$ cat src/crmm_pkg.sv
// ----------------------------------------------------------------------------
// Curve range min/max package
// Shared types, constants and the min/max merge function of the block.
// ----------------------------------------------------------------------------
package crmm_pkg;

    localparam int VAL_W     = 32;          // Q16.16 value width
    localparam int CFG_W     = 11;          // point count register width
    localparam int IDX_IN_W  = 10;          // point index field width
    localparam int EXT_W     = VAL_W + 1;   // difference of two values
    localparam int PROD_W    = 2 * EXT_W;   // exact interpolation product
    localparam int WIDE_W    = VAL_W + 3;   // interpolant before saturation
    localparam int DIV_CNT_W = 7;           // counts the PROD_W divider steps

    localparam logic CMD_LOAD  = 1'b0;
    localparam logic CMD_QUERY = 1'b1;

    typedef struct packed {
        logic                    command;
        logic [IDX_IN_W-1:0]     point_index;
        logic signed [VAL_W-1:0] x_value;
        logic signed [VAL_W-1:0] y_value;
        logic                    y_present;
        logic signed [VAL_W-1:0] x_low;
        logic signed [VAL_W-1:0] x_high;
    } t_in_item;

    typedef struct packed {
        logic                    found;
        logic signed [VAL_W-1:0] min_value;
        logic signed [VAL_W-1:0] max_value;
    } t_out_item;

    // A tree node, also used as the running min/max of a query.
    typedef struct packed {
        logic                    valid;
        logic signed [VAL_W-1:0] mn;
        logic signed [VAL_W-1:0] mx;
    } t_node;

    typedef enum logic [4:0] {
        OP_NOP,
        OP_CLEAR,
        OP_TAKE,
        OP_LEAF,
        OP_UP_RD,
        OP_UP_WR,
        OP_S_RD,
        OP_SL_CMP,
        OP_SL_END,
        OP_SH_CMP,
        OP_PT_RD0,
        OP_PT_RD1,
        OP_PT_CAP1,
        OP_MUL,
        OP_DIV_START,
        OP_INTERP_FIN,
        OP_TQ_INIT,
        OP_TQ_RD,
        OP_TQ_FOLD,
        OP_RESULT
    } t_dp_op;

    typedef struct packed {
        t_dp_op op;
        logic   hi_end;     // interpolation at the upper end of the range
    } t_dp_cmd;

    typedef struct packed {
        logic is_query;
        logic idx_bad;
        logic n_zero;
        logic par_root;
        logic ab_done;
        logic no_range;
        logic interp_ok;
        logic div_busy;
        logic tq_done;
        logic clr_last;
    } t_dp_status;

    // Merges node v into acc; an empty node leaves acc unchanged.
    function automatic t_node fold_node(input t_node acc, input t_node v);
        t_node res;
        res = acc;
        if (v.valid) begin
            if (!acc.valid) begin
                res = v;
            end else begin
                if (v.mn < acc.mn) res.mn = v.mn;
                if (v.mx > acc.mx) res.mx = v.mx;
            end
        end
        return res;
    endfunction

endpackage

$ cat src/crmm_ctrl.sv
// ----------------------------------------------------------------------------
// Curve range min/max controller
// Sequences clearing, loads and queries and runs both handshakes.
// ----------------------------------------------------------------------------
module crmm_ctrl (
    input  logic                   i_clk,
    input  logic                   i_rst_n,
    input  logic                   i_in_valid,
    output logic                   o_in_ready,
    output logic                   o_out_valid,
    input  logic                   i_out_ready,
    input  crmm_pkg::t_dp_status   i_status,
    output crmm_pkg::t_dp_cmd      o_cmd
);

    typedef enum logic [4:0] {
        S_CLEAR, S_IDLE, S_DISPATCH, S_LEAF, S_UP_RD, S_UP_WR,
        S_SL_RD, S_SL_CMP, S_SH_RD, S_SH_CMP, S_RANGE,
        S_PT_RD0, S_PT_RD1, S_PT_CAP, S_PT_CHK, S_DIV_GO, S_DIV_WAIT,
        S_TQ_INIT, S_TQ_RD, S_TQ_FOLD, S_DONE
    } t_state;

    t_state r_state, n_state;
    logic   r_in_ready;
    logic   r_out_valid, n_out_valid;
    logic   r_hi_end, n_hi_end;
    logic   end_next;

    always_comb begin
        n_state     = r_state;
        n_hi_end    = r_hi_end;
        o_cmd.op    = crmm_pkg::OP_NOP;
        o_cmd.hi_end = r_hi_end;
        end_next    = 1'b0;
        n_out_valid = r_out_valid && !i_out_ready;

        case (r_state)
            S_CLEAR: begin
                o_cmd.op = crmm_pkg::OP_CLEAR;
                if (i_status.clr_last) n_state = S_IDLE;
            end
            S_IDLE: begin
                if (i_in_valid && r_in_ready) begin
                    o_cmd.op = crmm_pkg::OP_TAKE;
                    n_state  = S_DISPATCH;
                end
            end
            S_DISPATCH: begin
                if (!i_status.is_query) n_state = i_status.idx_bad ? S_IDLE : S_LEAF;
                else                    n_state = i_status.n_zero ? S_DONE : S_SL_RD;
            end
            S_LEAF: begin
                o_cmd.op = crmm_pkg::OP_LEAF;
                n_state  = S_UP_RD;
            end
            S_UP_RD: begin
                o_cmd.op = crmm_pkg::OP_UP_RD;
                n_state  = S_UP_WR;
            end
            S_UP_WR: begin
                o_cmd.op = crmm_pkg::OP_UP_WR;
                n_state  = i_status.par_root ? S_IDLE : S_UP_RD;
            end
            S_SL_RD: begin
                if (i_status.ab_done) begin
                    o_cmd.op = crmm_pkg::OP_SL_END;
                    n_state  = S_SH_RD;
                end else begin
                    o_cmd.op = crmm_pkg::OP_S_RD;
                    n_state  = S_SL_CMP;
                end
            end
            S_SL_CMP: begin
                o_cmd.op = crmm_pkg::OP_SL_CMP;
                n_state  = S_SL_RD;
            end
            S_SH_RD: begin
                if (i_status.ab_done) begin
                    n_state = S_RANGE;
                end else begin
                    o_cmd.op = crmm_pkg::OP_S_RD;
                    n_state  = S_SH_CMP;
                end
            end
            S_SH_CMP: begin
                o_cmd.op = crmm_pkg::OP_SH_CMP;
                n_state  = S_SH_RD;
            end
            S_RANGE: begin
                n_hi_end = 1'b0;
                n_state  = i_status.no_range ? S_DONE : S_PT_RD0;
            end
            S_PT_RD0: begin
                o_cmd.op = crmm_pkg::OP_PT_RD0;
                n_state  = S_PT_RD1;
            end
            S_PT_RD1: begin
                o_cmd.op = crmm_pkg::OP_PT_RD1;
                n_state  = S_PT_CAP;
            end
            S_PT_CAP: begin
                o_cmd.op = crmm_pkg::OP_PT_CAP1;
                n_state  = S_PT_CHK;
            end
            S_PT_CHK: begin
                if (i_status.interp_ok) begin
                    o_cmd.op = crmm_pkg::OP_MUL;
                    n_state  = S_DIV_GO;
                end else begin
                    end_next = 1'b1;
                end
            end
            S_DIV_GO: begin
                o_cmd.op = crmm_pkg::OP_DIV_START;
                n_state  = S_DIV_WAIT;
            end
            S_DIV_WAIT: begin
                if (!i_status.div_busy) begin
                    o_cmd.op = crmm_pkg::OP_INTERP_FIN;
                    end_next = 1'b1;
                end
            end
            S_TQ_INIT: begin
                o_cmd.op = crmm_pkg::OP_TQ_INIT;
                n_state  = S_TQ_RD;
            end
            S_TQ_RD: begin
                if (i_status.tq_done) begin
                    n_state = S_DONE;
                end else begin
                    o_cmd.op = crmm_pkg::OP_TQ_RD;
                    n_state  = S_TQ_FOLD;
                end
            end
            S_TQ_FOLD: begin
                o_cmd.op = crmm_pkg::OP_TQ_FOLD;
                n_state  = S_TQ_RD;
            end
            S_DONE: begin
                if (!r_out_valid || i_out_ready) begin
                    o_cmd.op    = crmm_pkg::OP_RESULT;
                    n_out_valid = 1'b1;
                    n_state     = S_IDLE;
                end
            end
            default: n_state = S_IDLE;
        endcase

        // The lower end is followed by the upper end, then the tree walk.
        if (end_next) begin
            if (r_hi_end) begin
                n_state = S_TQ_INIT;
            end else begin
                n_hi_end = 1'b1;
                n_state  = S_PT_RD0;
            end
        end
    end

    always_ff @(posedge i_clk) begin
        if (!i_rst_n) begin
            r_state     <= S_CLEAR;
            r_in_ready  <= 1'b0;
            r_out_valid <= 1'b0;
            r_hi_end    <= 1'b0;
        end else begin
            r_state     <= n_state;
            r_in_ready  <= n_state == S_IDLE;
            r_out_valid <= n_out_valid;
            r_hi_end    <= n_hi_end;
        end
    end

    assign o_in_ready  = r_in_ready;
    assign o_out_valid = r_out_valid;

endmodule

$ cat config.mk
export PLATFORM = sky130hd
export DESIGN_NAME = crmm_ctrl
export DESIGN_NICKNAME = d
export VERILOG_FILES = /design/src/crmm_pkg.sv /design/src/crmm_ctrl.sv
export SDC_FILE = /design/constraint.sdc
export NUM_CORES = 1
export LEC_CHECK = 0
export ABC_AREA = 1
export BUFFER_PORTS_ARGS = -buffer_cell sky130_fd_sc_hd__buf_2
export CAP_MARGIN = 10
export CORE_MARGIN = 1
export CORE_UTILIZATION = 40
export DETAILED_ROUTE_END_ITERATION = 10
export PLACE_DENSITY = 0.68
export SLEW_MARGIN = 0
export SYNTH_ARGS = -nofsm -noshare
export SYNTH_HDL_FRONTEND = slang
export SYNTH_SLANG_ARGS = --single-unit
$ cat constraint.sdc
create_clock -name i_clk -period 1.4 [get_ports i_clk]
set_input_delay 0.21 -clock i_clk [delete_from_list [all_inputs] [get_ports i_clk]]
set_output_delay 0.21 -clock i_clk [all_outputs]
set_load 0.05 [all_outputs]
==> metrics <==
outcome=complete, but fails checks; R2R cell count=12; commonest non-fill, non-tap cell in the layout=buf_4; switch share=0.458; #FFs+latches synth=8; GR Util met2=0.604; Starting Density=0.424; hold_ws=0.207 ns; Inserted Diodes=0; GRT Max-Usage Layer=met2; drt pass-1 iters=4; Die Span Y=50.4 µm; Slew headroom=0.805; Core ar.=0.00221 mm²; Clock Path Buffers=2; vias per cell=5.25; CTS H-Tree Depth=1; RR Startpoint=r_state[2]$_SDFF_PN0_; Hold Path Class=in -> reg; final setup vio count=12; Worst setup SP type=flip-flop; fmax=539 MHz; asr flop ratio synth=0; RSZ-0062 raised after global routing=yes; Synth Area per Inst=5.55 µm²; Worst EP required=1.19 ns; initial antenna violation count=0; Max Slew Vio Count=0; Hold EP=o_in_ready$_SDFF_PN0_; Tot GR Track Use=0.330; setup ws final=-0.455 ns; pwr/cell area=723 mW/mm²; placed insts=254; crit path from=r_state[1]$_SDFF_PN0_; min-delay src=i_rst_n; Post-layout nets=255; Ports=22; Reg2Reg Capture Point=o_in_ready$_SDFF_PN0_; fin crit period=1.86 ns; dpl ws=-0.298 ns; commonest cells after routing, fill and taps aside=buf_4, nand2_1, inv_1; R2R setup slack=-0.29 ns; post-synthesis sequential area ratio=0.171; Leak=0.981 nW; clk root buf=clkbuf_4; TritonCTS Sinks=8; vias in the first global route=1394; violated checks=setup timing; share of layout cells above drive strength 1=0.588; ys flop type=dfxtp_1; Vias=1407; WL final=3.86 mm; grt met3 use=0.0485; synthesized area=938 µm²; post-DP HPWL=2.74 mm; Die Area=0.00254 mm²; Routability Congestion=0.993; max-capacitance violation count=0; Post-synth EDFFs=0; Ys Warns=0; critical path endpoint category=output port; TNS Setup=-2.93 ns; CP max FO=6; worst-margin pin slew=0.292 ns; Residual DRC=0; clock power share=0.158; routing usage on met1=0.358; count of cell types in the netlist=26; maximum VDD drop=0.793 mV; GRT overflow=0; Area growth syn-to-layout=88.9%; Mapped Cells=169; Gate power share=0.613; DRT iter0 DRCs=23; Tcrit/Tclk final=1.33; TritonCTS clock tree=built; Port Buffer Count=21; Num CTS Buffers=3; Int Pwr=695 µW; Final Non-Filler Cells=268; Reg power frac=0.229; Fill cells=140; drt wl/cell=14.4 µm; Clock Latency Late Sink=0.26 ns; largest net degree at the start of global routing=8; Die Width=50.4 µm; WP data arrival=1.65 ns; Final ANT Viol Nets=0; clk_skew=0.00779 ns; Worst-path clk slew=0.06 ns; # rows=17; first-pass GRT wire length=6.08 mm; NetSw=587 µW; critical path class=reg -> out; Synth Net Count=183; Min-Delay Path Depth=3; final hold vios=0
==> synthesized netlist by cell type, types with 3 or more instances <==
cell type	number	area share
dfxtp_1	8	0.17
nand2_1	46	0.18
inv_1	21	0.084
nand3b_1	3	0.024
a21oi_1	8	0.043
nor2_4	3	0.036
nand2_2	3	0.020
inv_2	5	0.020
nand4_1	6	0.040
nor2_2	3	0.020
nor2_1	30	0.12
nand3_1	14	0.075
==> stage by stage <==
stage	cell area, µm²	power [mW]	util
after floorplan	986	0.660	-
after global placement	1390	0.887	0.626
after detailed placement	1390	0.894	0.626
after CTS	1700	1.23	0.770
after global routing	1770	1.35	0.801
final	1770	1.28	0.801
==> registers in the layout, summed over array words and instances (netlist names) <==
name / flops
o_in_ready: 1
o_out_valid: 1
r_hi_end: 1
r_state: 5
==> area by class of cell <==
cell class,count,area (µm²),share of cell area
inverter,29,129,0.0727
timing repair buffer,71,554,0.313
sequential,8,184,0.104
clock buffer,4,26.3,0.0148
tap,28,35.0,0.0198
multi-input combinational,128,845,0.476
==> how the worst max path moves through the flow <==
stage / depth (start not counted) / end
finish: 8 / o_cmd[2]
global route: 8 / o_cmd[2]
CTS: 8 / o_cmd[3]
detailed placement: 7 / o_cmd[3]
global placement: 8 / o_cmd[1]
floorplan: 8 / o_cmd[2]
==> power groups by stage <==
stage / clock network [mW] / registers [mW] / logic, mW
5_1_grt: 0.225 / 0.295 / 0.826
3_5_place_dp: 0 / 0.289 / 0.605
4_1_cts: 0.203 / 0.289 / 0.742
3_3_place_gp: 0 / 0.288 / 0.599
6_report: 0.203 / 0.294 / 0.785
2_1_floorplan: 0 / 0.307 / 0.353
==> critical path: stages, from the launching register on <==
cell	delay (ns)
dfxtp_4	0.38
nor2_4	0.12
nand2_2	0.09
buf_4	0.15
nor2_4	0.10
nand2_2	0.07
nand4_1	0.12
nand3b_1	0.16
buf_6	0.17
==> layer usage <==
metal | share of wire | vias up
li1 | - | 681
met1 | 0.41 | 669
met2 | 0.52 | 41
met3 | 0.041 | 16
met4 | 0.033 | 0
met5 | 0 | -
==> kinds of logic (layout without fill, tap and decap cells) <==
| family | after synthesis | in the layout | synth area share |
|---|---|---|---|
| compound gates | 13 | 13 | 0.0853 |
| buf+inv | 33 | 104 | 0.163 |
| flops | 8 | 8 | 0.171 |
| simple gates | 115 | 115 | 0.581 |
==> what timing repair did <==
| item | 4_1_cts | 5_1_grt |
|---|---|---|
| resized for setup | 60 | 15 |
| endpoints found under the hold margin | 0 | 0 |
| endpoints found under the setup margin | 12 | 12 |
| hold buffers | 0 | 0 |
| pin swaps | 16 | 18 |
| setup buffers | 9 | 3 |
No activity file was read; power rests on OpenSTA's default activity.
